==> src/rtl/kdslp_pkg.sv <==
// Shared types, codes and helpers for the key debounce unit.
// No dependencies; used by every other file except kdslp_if and the assertion header.
package kdslp_pkg;

  localparam int unsigned CfgIdxW  = 2;
  localparam int unsigned CfgDataW = 16;
  localparam int unsigned CountW   = 16;
  localparam int unsigned DebW     = 8;

  // Configuration register indexes
  localparam logic [CfgIdxW-1:0] RegActiveLevel = 2'd0;
  localparam logic [CfgIdxW-1:0] RegDebounce    = 2'd1;
  localparam logic [CfgIdxW-1:0] RegLongPress   = 2'd2;

  localparam logic       ActiveLevelRst = 1'b0;
  localparam logic [7:0] DebounceRst    = 8'd20;
  localparam logic [15:0] LongPressRst  = 16'd1000;

  // Event codes
  localparam logic [1:0] EvNone  = 2'd0;
  localparam logic [1:0] EvShort = 2'd1;
  localparam logic [1:0] EvLong  = 2'd2;

  // Reported state codes
  localparam logic [2:0] CodeIdle    = 3'd0;
  localparam logic [2:0] CodePressDb = 3'd1;
  localparam logic [2:0] CodeDown    = 3'd2;
  localparam logic [2:0] CodeHold    = 3'd3;
  localparam logic [2:0] CodeRelDb   = 3'd4;

  typedef enum logic [4:0] {
    StIdle    = 5'b00001,
    StPressDb = 5'b00010,
    StDown    = 5'b00100,
    StHold    = 5'b01000,
    StRelDb   = 5'b10000
  } state_e;

  typedef struct packed {
    logic              press_level;
    logic [DebW-1:0]   debounce_ticks;
    logic [CountW-1:0] long_press_ticks;
  } cfg_t;

  typedef struct packed {
    logic [1:0] last_event;
    logic       event_done;
    logic [2:0] machine_state;
  } result_t;

  function automatic logic [2:0] state_code(state_e st);
    logic [2:0] code;
    case (st)
      StIdle:    code = CodeIdle;
      StPressDb: code = CodePressDb;
      StDown:    code = CodeDown;
      StHold:    code = CodeHold;
      StRelDb:   code = CodeRelDb;
      default:   code = CodeIdle;
    endcase
    return code;
  endfunction

endpackage

==> src/rtl/kdslp_if.sv <==
// Request and result channel interfaces of the key debounce unit.
// No dependencies.
interface kdslp_req_if;
  logic valid;
  logic ready;
  logic pin_level;

  modport source (output valid, output pin_level, input ready);
  modport sink (input valid, input pin_level, output ready);
  modport monitor (input valid, input pin_level, input ready);
endinterface

interface kdslp_res_if;
  logic       valid;
  logic       ready;
  logic [1:0] last_event;
  logic       event_done;
  logic [2:0] machine_state;

  modport source (output valid, output last_event, output event_done,
                  output machine_state, input ready);
  modport sink (input valid, input last_event, input event_done,
                input machine_state, output ready);
  modport monitor (input valid, input last_event, input event_done,
                   input machine_state, input ready);
endinterface

==> src/rtl/kdslp_cfg.sv <==
// Configuration registers of the key debounce unit.
// Depends on kdslp_pkg.
module kdslp_cfg (
  input  logic                            clk_i,
  input  logic                            rst_ni,
  input  logic                            cfg_we_i,
  input  logic [kdslp_pkg::CfgIdxW-1:0]   cfg_index_i,
  input  logic [kdslp_pkg::CfgDataW-1:0]  cfg_wdata_i,
  output kdslp_pkg::cfg_t                 cfg_o
);

  kdslp_pkg::cfg_t cfg_q, cfg_d;

  always_comb begin
    cfg_d = cfg_q;
    if (cfg_we_i) begin
      case (cfg_index_i)
        kdslp_pkg::RegActiveLevel: cfg_d.press_level = cfg_wdata_i[0];
        kdslp_pkg::RegDebounce:
          cfg_d.debounce_ticks = cfg_wdata_i[kdslp_pkg::DebW-1:0];
        kdslp_pkg::RegLongPress:
          cfg_d.long_press_ticks = cfg_wdata_i[kdslp_pkg::CountW-1:0];
        default: cfg_d = cfg_q; // drop writes beyond the register list
      endcase
    end
  end

  always_ff @(posedge clk_i or negedge rst_ni) begin
    if (!rst_ni) begin
      cfg_q.press_level      <= kdslp_pkg::ActiveLevelRst;
      cfg_q.debounce_ticks   <= kdslp_pkg::DebounceRst;
      cfg_q.long_press_ticks <= kdslp_pkg::LongPressRst;
    end else begin
      cfg_q <= cfg_d;
    end
  end

  assign cfg_o = cfg_q;

endmodule

==> src/rtl/kdslp_fsm.sv <==
// Press/release state machine with its tick counter and event latch.
// Depends on kdslp_pkg.
module kdslp_fsm (
  input  logic                 clk_i,
  input  logic                 rst_ni,
  input  logic                 step_i,
  input  logic                 pin_level_i,
  input  kdslp_pkg::cfg_t      cfg_i,
  output kdslp_pkg::result_t   res_o
);

  kdslp_pkg::state_e                state_q, state_d;
  logic [kdslp_pkg::CountW-1:0]     count_q, count_d;
  logic                             was_hold_q, was_hold_d;
  logic [1:0]                       event_q, event_d;
  logic                             done;
  logic                             pressed;
  logic [kdslp_pkg::CountW-1:0]     count_inc;
  logic                             deb_reached;
  logic                             long_reached;

  assign pressed      = (pin_level_i == cfg_i.press_level);
  assign count_inc    = count_q + kdslp_pkg::CountW'(1);
  assign deb_reached  = count_inc >= kdslp_pkg::CountW'(cfg_i.debounce_ticks);
  assign long_reached = count_inc >= cfg_i.long_press_ticks;

  always_comb begin
    state_d    = state_q;
    count_d    = count_q;
    was_hold_d = was_hold_q;
    event_d    = event_q;
    done       = 1'b0;
    case (state_q)
      kdslp_pkg::StPressDb: begin
        if (!pressed) begin
          state_d = kdslp_pkg::StIdle;
          count_d = '0;
        end else if (deb_reached) begin
          state_d = kdslp_pkg::StDown;
          count_d = '0;
        end else begin
          count_d = count_inc;
        end
      end
      kdslp_pkg::StDown: begin
        if (!pressed) begin
          state_d    = kdslp_pkg::StRelDb;
          count_d    = '0;
          was_hold_d = 1'b0;
        end else if (long_reached) begin
          state_d = kdslp_pkg::StHold;
          count_d = '0;
        end else begin
          count_d = count_inc;
        end
      end
      kdslp_pkg::StHold: begin
        // counter stays put while holding
        if (!pressed) begin
          state_d    = kdslp_pkg::StRelDb;
          count_d    = '0;
          was_hold_d = 1'b1;
        end
      end
      kdslp_pkg::StRelDb: begin
        if (pressed) begin
          // bounce: go back where we came from, restart the count
          state_d = was_hold_q ? kdslp_pkg::StHold : kdslp_pkg::StDown;
          count_d = '0;
        end else if (deb_reached) begin
          event_d = was_hold_q ? kdslp_pkg::EvLong : kdslp_pkg::EvShort;
          state_d = kdslp_pkg::StIdle;
          count_d = '0;
          done    = 1'b1;
        end else begin
          count_d = count_inc;
        end
      end
      default: begin
        state_d = pressed ? kdslp_pkg::StPressDb : kdslp_pkg::StIdle;
        count_d = '0;
      end
    endcase
  end

  always_ff @(posedge clk_i or negedge rst_ni) begin
    if (!rst_ni) begin
      state_q    <= kdslp_pkg::StIdle;
      count_q    <= '0;
      was_hold_q <= 1'b0;
      event_q    <= kdslp_pkg::EvNone;
    end else if (step_i) begin
      state_q    <= state_d;
      count_q    <= count_d;
      was_hold_q <= was_hold_d;
      event_q    <= event_d;
    end
  end

  assign res_o.last_event    = event_d;
  assign res_o.event_done    = done;
  assign res_o.machine_state = kdslp_pkg::state_code(state_d);

endmodule

==> src/rtl/kdslp_out_buf.sv <==
// Result register with a skid entry for the key debounce unit.
// Depends on kdslp_pkg.
module kdslp_out_buf (
  input  logic                clk_i,
  input  logic                rst_ni,
  input  logic                in_valid_i,
  output logic                in_ready_o,
  input  kdslp_pkg::result_t  in_data_i,
  output logic                out_valid_o,
  input  logic                out_ready_i,
  output kdslp_pkg::result_t  out_data_o
);

  logic               out_valid_q;
  logic               skid_valid_q;
  kdslp_pkg::result_t out_data_q;
  kdslp_pkg::result_t skid_data_q;
  logic               advance;

  assign in_ready_o = !skid_valid_q;
  assign advance    = out_ready_i || !out_valid_q;

  always_ff @(posedge clk_i or negedge rst_ni) begin
    if (!rst_ni) begin
      out_valid_q  <= 1'b0;
      skid_valid_q <= 1'b0;
    end else if (advance) begin
      out_valid_q  <= skid_valid_q || in_valid_i;
      skid_valid_q <= 1'b0;
    end else if (in_valid_i) begin
      // output stalled: park the new result
      skid_valid_q <= 1'b1;
    end
  end

  always_ff @(posedge clk_i) begin
    if (advance) begin
      out_data_q <= skid_valid_q ? skid_data_q : in_data_i;
    end else if (in_valid_i && !skid_valid_q) begin
      skid_data_q <= in_data_i;
    end
  end

  assign out_valid_o = out_valid_q;
  assign out_data_o  = out_data_q;

endmodule

==> src/rtl/key_debounce_short_long_press_unit.sv <==
// Key debounce unit: one pin sample per request, one result per request
// (last event, completion pulse, state code). A request is taken every
// cycle while the result side keeps up; the state update is a single
// increment-and-compare, and its result is registered in the output buffer
// before it appears on the result channel. Two results can wait in the output
// register and its skid entry before requests are held off.
// Depends on kdslp_pkg, kdslp_if, kdslp_cfg, kdslp_fsm, kdslp_out_buf.
module key_debounce_short_long_press_unit (
  input  logic                           clk_i,
  input  logic                           rst_ni,
  input  logic                           cfg_we_i,
  input  logic [kdslp_pkg::CfgIdxW-1:0]  cfg_index_i,
  input  logic [kdslp_pkg::CfgDataW-1:0] cfg_wdata_i,
  kdslp_req_if.sink                      req_i,
  kdslp_res_if.source                    res_o
);

  kdslp_pkg::cfg_t    cfg;
  kdslp_pkg::result_t step_res;
  kdslp_pkg::result_t out_res;
  logic               in_ready;
  logic               step;

  assign step        = req_i.valid && in_ready;
  assign req_i.ready = in_ready;

  kdslp_cfg u_cfg (
    .clk_i       (clk_i),
    .rst_ni      (rst_ni),
    .cfg_we_i    (cfg_we_i),
    .cfg_index_i (cfg_index_i),
    .cfg_wdata_i (cfg_wdata_i),
    .cfg_o       (cfg)
  );

  kdslp_fsm u_fsm (
    .clk_i       (clk_i),
    .rst_ni      (rst_ni),
    .step_i      (step),
    .pin_level_i (req_i.pin_level),
    .cfg_i       (cfg),
    .res_o       (step_res)
  );

  kdslp_out_buf u_out (
    .clk_i       (clk_i),
    .rst_ni      (rst_ni),
    .in_valid_i  (step),
    .in_ready_o  (in_ready),
    .in_data_i   (step_res),
    .out_valid_o (res_o.valid),
    .out_ready_i (res_o.ready),
    .out_data_o  (out_res)
  );

  assign res_o.last_event    = out_res.last_event;
  assign res_o.event_done    = out_res.event_done;
  assign res_o.machine_state = out_res.machine_state;

endmodule

==> src/flat_wrapper.sv <==
// flat-port wrapper written by rule: the top's interface ports become plain ports
module key_debounce_short_long_press_unit_flat 
  (clk_i, rst_ni, cfg_we_i, cfg_index_i, cfg_wdata_i, req_i_valid, req_i_pin_level, req_i_ready, res_o_valid, res_o_last_event, res_o_event_done, res_o_machine_state, res_o_ready);
  kdslp_req_if req_i_i ();
  kdslp_res_if res_o_i ();
  input  logic clk_i;
  input  logic rst_ni;
  input  logic cfg_we_i;
  input  logic [kdslp_pkg::CfgIdxW-1:0] cfg_index_i;
  input  logic [kdslp_pkg::CfgDataW-1:0] cfg_wdata_i;
  input wire logic [$bits(req_i_i.valid)-1:0] req_i_valid;
  input wire logic [$bits(req_i_i.pin_level)-1:0] req_i_pin_level;
  output wire logic [$bits(req_i_i.ready)-1:0] req_i_ready;
  output wire logic [$bits(res_o_i.valid)-1:0] res_o_valid;
  output wire logic [$bits(res_o_i.last_event)-1:0] res_o_last_event;
  output wire logic [$bits(res_o_i.event_done)-1:0] res_o_event_done;
  output wire logic [$bits(res_o_i.machine_state)-1:0] res_o_machine_state;
  input wire logic [$bits(res_o_i.ready)-1:0] res_o_ready;
  assign req_i_i.valid = req_i_valid;
  assign req_i_i.pin_level = req_i_pin_level;
  assign req_i_ready = req_i_i.ready;
  assign res_o_valid = res_o_i.valid;
  assign res_o_last_event = res_o_i.last_event;
  assign res_o_event_done = res_o_i.event_done;
  assign res_o_machine_state = res_o_i.machine_state;
  assign res_o_i.ready = res_o_ready;
  key_debounce_short_long_press_unit u_core (.clk_i(clk_i), .rst_ni(rst_ni), .cfg_we_i(cfg_we_i), .cfg_index_i(cfg_index_i), .cfg_wdata_i(cfg_wdata_i), .req_i(req_i_i), .res_o(res_o_i));
endmodule
==> config.mk <==
export PLATFORM = sky130hd
export DESIGN_NAME = key_debounce_short_long_press_unit_flat
export DESIGN_NICKNAME = d
export VERILOG_FILES = /design/src/rtl/kdslp_pkg.sv /design/src/rtl/kdslp_if.sv /design/src/rtl/kdslp_cfg.sv /design/src/rtl/kdslp_fsm.sv /design/src/rtl/kdslp_out_buf.sv /design/src/rtl/key_debounce_short_long_press_unit.sv /design/src/flat_wrapper.sv
export SDC_FILE = /design/constraint.sdc
export NUM_CORES = 1
export LEC_CHECK = 0
export BUFFER_PORTS_ARGS = -buffer_cell sky130_fd_sc_hd__buf_2
export CORE_MARGIN = 2
export CORE_UTILIZATION = 40
export CTS_BUF_LIST = sky130_fd_sc_hd__clkbuf_16
export DETAILED_ROUTE_END_ITERATION = 10
export GPL_ROUTABILITY_DRIVEN = 0
export PLACE_DENSITY_LB_ADDON = 0.3
export SLEW_MARGIN = 20
export SYNTH_ARGS = -nofsm -noshare
export SYNTH_HDL_FRONTEND = slang
export SYNTH_SLANG_ARGS = --single-unit
export TNS_END_PERCENT = 1
==> constraint.sdc <==
create_clock -name clk_i -period 5.25 [get_ports clk_i]
set_clock_uncertainty 0.05 [all_clocks]
set_input_delay 1.05 -clock clk_i [delete_from_list [all_inputs] [get_ports clk_i]]
set_output_delay 1.05 -clock clk_i [all_outputs]
set_load 0.1 [all_outputs]
Yosys cells after proc, flatten, opt, wreduce, memory -nomap -nowiden
Index checks and enable logic that the tools add are counted.
Widths: inputs -> output; s select.
{"block": "totals", "register_bits": 63, "latchBits": 0, "ramBits": 0, "rom_bits": 0, "in_bits": 24, "output_inout_bits": 8, "word_cells": 78, "n_memories": 0}
{"block": "classes", "addsub": 1, "n_mul": 0, "div_mod_pow": 0, "order_cmp": 2, "eq_ne": 13, "n_shift": 0, "n_mux": 31, "bitwise_logic": 1, "n_reduce_logical": 15}
{"op": "$mux 16", "count": 6}
{"op": "$pmux 16 s4", "count": 1}
{"op": "$mux 5", "count": 7}
{"op": "$pmux 5 s4", "count": 1}
{"op": "$add 16x1->16 const B", "count": 1}
{"op": "$ge 16x16->1", "count": 1}
{"op": "$ge 16x8->1", "count": 1}
{"op": "$pmux 3 s4", "count": 1}
{"op": "$eq 5x2->1 const B", "count": 2}
{"op": "$eq 5x3->1 const B", "count": 2}
{"op": "$eq 5x4->1 const B", "count": 2}
{"op": "$eq 5x5->1 const B", "count": 2}
{"op": "$mux 2", "count": 5}
{"op": "$reduce_and 2->1", "count": 5}
{"op": "$mux 1", "count": 7}
{"op": "$mux 6", "count": 1}
{"op": "$mux 4", "count": 1}
{"op": "$ne 2x2->1 const B", "count": 2}
{"op": "$reduce_and 4->1", "count": 1}
{"op": "$reduce_bool 2->1", "count": 2}
{"op": "$eq 2x1->1 const B", "count": 1}
{"op": "$eq 2x2->1 const B", "count": 1}
{"op": "$logic_and 1x1->1", "count": 2}
{"op": "$logic_not 1->1", "count": 2}
{"op": "other kinds (5)", "count": 6}

Depth between registers and ports, before layout
{"block": "depth", "depth_word": 8, "depth_mapped": 15, "mapped_depth_nobuf": 12}

Hierarchy
A second synthesis with hierarchy kept.
{"block": "hier_totals", "cells_unflattened": 358, "hier_area_um2": 3895.0}
{"mod": "kdslp_fsm", "n_inst": 1, "cells_per_inst": 276, "area_per_inst_um2": 2336.0}
{"mod": "kdslp_cfg", "n_inst": 1, "cells_per_inst": 54, "area_per_inst_um2": 1004.7}
{"mod": "kdslp_out_buf", "n_inst": 1, "cells_per_inst": 27, "area_per_inst_um2": 548.0}
{"mod": "key_debounce_short_long_press_unit", "n_inst": 1, "cells_per_inst": 1, "area_per_inst_um2": 6.3}

Worst setup path before layout
OpenSTA, ideal clock, no wires.
{"block": "synth_path", "kind": "register to register", "start": "register u_core.u_fsm.count_q[0] in the netlist's numbering", "end": "register u_core.u_out.out_data_q, in the netlist u_core.u_out.out_data_o[0], data pin", "setup_time_ns": 0.263, "t_arrival_ns": 2.949, "required_time_ns": 4.937, "setup_slack_ns": 1.988, "stages_incl_launch_ff": 13, "path_buffers": 0, "period_less_slack_ns": 3.262, "path_cell_list": "dfrtp_1 ha_1 nand2_1 or2_2 nor3_1 xor2_1 ha_1 and4_1 a221oi_1 nand3_1 o21ai_0 o211ai_1 mux2_2"}
{"item": "start, declared", "line": "kdslp_fsm.sv:13", "source": "logic [kdslp_pkg::CountW-1:0] count_q, count_d;"}
{"item": "start signal, assigned", "line": "kdslp_fsm.sv:94", "source": "count_q <= count_d;"}
{"item": "end signal, assigned", "line": "kdslp_out_buf.sv:38", "source": "out_data_q <= skid_valid_q ? skid_data_q : in_data_i;"}
{"item": "end, declared", "line": "kdslp_out_buf.sv:16", "source": "kdslp_pkg::result_t out_data_q;"}

Worst setup path after layout
{"block": "layout_path", "start": "register u_core.u_fsm.count_q[0] in the netlist's numbering", "end": "register u_core.u_fsm.count_q[13] in the netlist's numbering"}
{"block": "layout_between", "elab_chain_cells": 5, "word_cells_on_any_way": 9}
{"item": "$add 16x1->16 (*)", "line": "kdslp_fsm.sv:23", "source": "assign count_inc = count_q + kdslp_pkg::CountW'(1);"}
{"item": "$ge 16x8->1 or $ge 16x16->1 (tied branches)", "line": "kdslp_fsm.sv:24, kdslp_fsm.sv:25"}
{"item": "$mux 16, on equally long branches", "line": "kdslp_fsm.sv:38, kdslp_fsm.sv:70, kdslp_fsm.sv:50"}
{"item": "$mux 16, on equally long branches", "line": "kdslp_fsm.sv:66, kdslp_fsm.sv:35, kdslp_fsm.sv:46"}
{"item": "$pmux 16 s4 (*)", "line": "kdslp_fsm.sv:33", "source": "case (state_q)"}
Every way passes the cells marked *; elsewhere a longest branch is shown, timed or not.
A chain may end at the register's enable or synchronous reset.

==> key figures <==
Clock network
  • Buffer levels on the longest clock path: 2
  • Number of sinks driven by the clock tree: 63
  • CTS root buffer: sky130_fd_sc_hd__clkbuf_16
  • Level count of the clock H-tree: 3
  • Post-CTS repair timing setup buffer count: 0
  • Clock slew seen by the registers of the worst setup and hold paths: 0.05 ns
  • Number of hold buffers added after cts: 0
  • Clock latency reported for the late side of the worst-skew pair: 0.33 ns
  • Total CTS buffers: 9
  • CTS tree: yes
  • # resized after CTS: 0

Global route
  • First-pass GRT wire length: 13300 um
  • Antenna violations before repair: 0
  • Global-route congestion overflow total: 0
  • Global routing usage summed across all routing layers: 16.5%
  • Maximum number of pins on one net before global-route repair: 52
  • Via count of the first global-routing pass: 2664

Placement
  • Detail Placement HPWL: 5700 um
  • Number of port buffers: 31
  • Pre-CTS setup slack: 1.44 ns

Worst setup path
  • Worst-path fanout max: 12
  • Worst path most repeated cell: sky130_fd_sc_hd__ha_1
  • Delay contributed by the slowest stage of the critical path: 0.59 ns
  • Arrival time of the worst setup path: 4.06 ns
  • Slowest CP cell: sky130_fd_sc_hd__nor4_4
  • Worst r2r path cells: 12
  • Crit Path Category: flip-flop to flip-flop
  • Crit end category: flip-flop
  • Crit-path cells: ha_1 > nand2_1 > or2_2 > xnor2_1 > ha_1 > and2_1 > a221oi_1 > o21ai_0 > and3_1 > nor4_4 > nor2_4 > o211ai_1
  • Startpoint type of the worst setup path: flip-flop
  • Required time of the critical path: 5.44 ns

Detailed routing
  • Total via count after detailed routing: 2761
  • Routed WL per cell: 14.5 um
  • Number of design rule violations left after detail routing: 0
  • Via-per-instance ratio: 5.12
  • Antenna-violating nets left: 0
  • Initial DRT Pass Iterations: 5
  • Wire length reported by the detailed router: 7840 um
  • DRC violation total after the first TritonRoute iteration: 164

Logic synthesis
  • Synth area leader: sky130_fd_sc_hd__dfrtp_1
  • Number of synthesized flops with an enable pin: 12
  • Async set-or-reset flop fraction in the synthesized netlist: 81.0%
  • Post-synthesis instance area: 0.00390 sq mm
  • Dominant cells by area after synthesis: sky130_fd_sc_hd__dfrtp_1 27%, sky130_fd_sc_hd__edfxtp_1 9.2%, sky130_fd_sc_hd__mux2_2 7.8%, sky130_fd_sc_hd__ha_1 7.7%, sky130_fd_sc_hd__dfstp_2 6.1%
  • List of most frequent post-synthesis cells: 45 x sky130_fd_sc_hd__nand2_1, 42 x sky130_fd_sc_hd__dfrtp_1, 27 x sky130_fd_sc_hd__mux2_2
  • Number of distinct library cell variants in the gate-level netlist after synthesis: 65
  • Area fraction of the dominant cell type after synthesis: 27.0%
  • Most repeated cell in the gate-level netlist after synthesis: sky130_fd_sc_hd__nand2_1
  • Flop and latch count out of synthesis: 63
  • Warning count from the yosys run: 0
  • Prevailing post-synth register cell: sky130_fd_sc_hd__dfrtp_1
  • Post-synthesis sequential area ratio: 42.3%
  • Synthesized instance count: 373
  • Synth Area per Inst: 10.4 sq um
  • Synthesized Nets: 421

Pwr
  • Pwr dens: 336 mW/mm^2
  • Internal Power: 1.08 mW
  • Share of total power in the clock network: 41.6%
  • Relative contribution of sequential cells to total power: 40.2%
  • Net switching fraction of the power: 28.1%
  • Total leakage power: 2.03 nW
  • Net switching power of the design: 421 uW
  • IR drop worst, VDD: 195 uV
  • Power share of the combinational group: 18.2%

Finish
  • Fraction of final layout cells with drive strength greater than 1: 25.4%
  • Final Util: 46.5%
  • Number of nets at the end of the flow: 449
  • Antenna Diode Count: 0
  • Area added between synthesis and finish: 14.5%

Timing
  • Final worst-path cycle share: 73.8%
  • Worst rel slew slack: 39.2%
  • Post-Route Setup TNS: 0 ns
  • Fin crit period: 3.87 ns
  • Pins over their slew limit: 0
  • Unrepaired setup endpoints after global routing: no
  • Slew at the pin with the worst max-slew slack: 0.910 ns
  • Final-report setup violation count: 0
  • Final critical-path setup slack: 1.38 ns
  • Achievable Freq: 258 MHz
  • Hold Vio Cnt, Final: 0

Status
  • Status: finished, final reports clean

Die
  • I/O pin count: 32
  • Area of the die: 0.0105 sq mm
  • Core area: 0.00959 sq mm
  • Effective utilization at floorplan: 40.6%
  • Die outline height: 103 um
  • Number of placement rows: 36
  • Horizontal die dimension: 103 um

Min path
  • Path category of the worst min-delay check: flip-flop to flip-flop
  • WHS Path Cells: 1

Job
  • Number of maximum-capacitance violations: 0
## per-layer routing
metal	track usage (%)	share of wire (%)	vias up
met4	6.15	1.6	0
li1	-	-	1377
met2	24.3	44	56
met5	0	0	-
met1	23.7	50	1319
met3	3.73	4.1	9
## registers in the layout (all words and copies together) (netlist names)
name	cells
u_core.u_out.skid_valid_q	1
u_core.u_out.out_valid_o	1
u_core.u_fsm.state_q	5
u_core.u_fsm.was_hold_q	1
u_core.u_out.out_data_o	6
u_core.u_out.skid_data_q	6
u_core.u_cfg.cfg_o	25
u_core.u_fsm.event_q	2
u_core.u_fsm.count_q	16
## power by group through the flow
| stage | sequential (mW) | clock (mW) | combinational, mW |
|---|---|---|---|
| 2_1_floorplan | 0.648 | 0 | 0.167 |
| 3_3_place_gp | 0.608 | 0 | 0.265 |
| 3_5_place_dp | 0.612 | 0 | 0.270 |
| 4_1_cts | 0.603 | 0.634 | 0.274 |
| 5_1_grt | 0.612 | 0.656 | 0.306 |
| 6_report | 0.603 | 0.624 | 0.273 |
## layout by cell type, fill, tap and decap left out, types with 5 or more instances in the layout
cell                        synthesis  layout
sky130_fd_sc_hd__nor2_1            20      20
sky130_fd_sc_hd__o21ai_0           16      15
sky130_fd_sc_hd__nand2b_1          11      11
sky130_fd_sc_hd__clkbuf_16          0       9
sky130_fd_sc_hd__nand2_1           45      45
sky130_fd_sc_hd__o21ai_1            9       9
sky130_fd_sc_hd__dfrtp_1           42      42
sky130_fd_sc_hd__nand3_1            8       8
sky130_fd_sc_hd__nor3_1             6       6
sky130_fd_sc_hd__buf_2              4      31
sky130_fd_sc_hd__xnor2_1            9       9
sky130_fd_sc_hd__dfstp_2            9       9
sky130_fd_sc_hd__mux2_2            27      27
sky130_fd_sc_hd__edfxtp_1          12      12
sky130_fd_sc_hd__xor2_1             9       9
sky130_fd_sc_hd__a21oi_1            5       5
sky130_fd_sc_hd__inv_1             23      23
sky130_fd_sc_hd__ha_1              24      24
## stage by stage
stage               instance area (sq um)  hold slack [ns]  power (mW)  std cells
floorplan                            3900            0.414       0.815        373
global placement                     4140            0.427       0.873        523
detailed placement                   4140            0.443       0.881        523
CTS                                  4460            0.459        1.51        539
global route                         4460            0.463        1.57        539
finish                               4460            0.456        1.50        539
## worst max-delay path: cells and delay by family (launching register included)
family / cells / cell delay [ns]
fa+ha+maj: 2 / 0.64
flops: 1 / 0.47
compound gates: 3 / 0.71
xor+xnor: 1 / 0.32
simple gates: 6 / 1.58
## kinds of logic (layout without fill, tap and decap cells)
logic type               Yosys count  count (layout)  synth area share, %
AO/OA/AOI/OAI                     64              64                 12.2
XOR/XNOR                          19              19                 4.62
adder cells (fa/ha/maj)           24              24                 7.70
buffers and inverters             39              72                 4.56
flip-flops                        63              63                 42.3
multiplexers                      35              35                 10.3
AND/OR/NAND/NOR                  129             129                 18.4
## area by class of cell
type | instances | area, sq um
multi-input cells | 271 | 2080
fillers | 897 | 5130
repair buffers | 32 | 163
inverters | 24 | 90.1
clock buffers | 9 | 225
flip-flops and latches | 63 | 1650
clock inverters | 7 | 87.6
well taps | 133 | 166
## worst paths after layout
check	start	endpoint	slack (ns)
hold / removal	u_core.u_cfg.cfg_o[2]$_DFFE_PN0P_	u_core.u_cfg.cfg_o[2]$_DFFE_PN0P_	0.46
min in group asynchronous	rst_ni	u_core.u_cfg.cfg_o[24]$_DFFE_PN0P_	0.79
max in group asynchronous	rst_ni	u_core.u_cfg.cfg_o[17]$_DFFE_PN0P_	3.91
setup / recovery	u_core.u_fsm.count_q[0]$_DFFE_PN0P_	u_core.u_fsm.count_q[13]$_DFFE_PN0P_	1.38
setup reg to reg	u_core.u_fsm.count_q[0]$_DFFE_PN0P_	u_core.u_fsm.count_q[13]$_DFFE_PN0P_	1.38
hold reg to reg	u_core.u_cfg.cfg_o[2]$_DFFE_PN0P_	u_core.u_cfg.cfg_o[2]$_DFFE_PN0P_	0.46
Power figures use the tool's default switching activity.
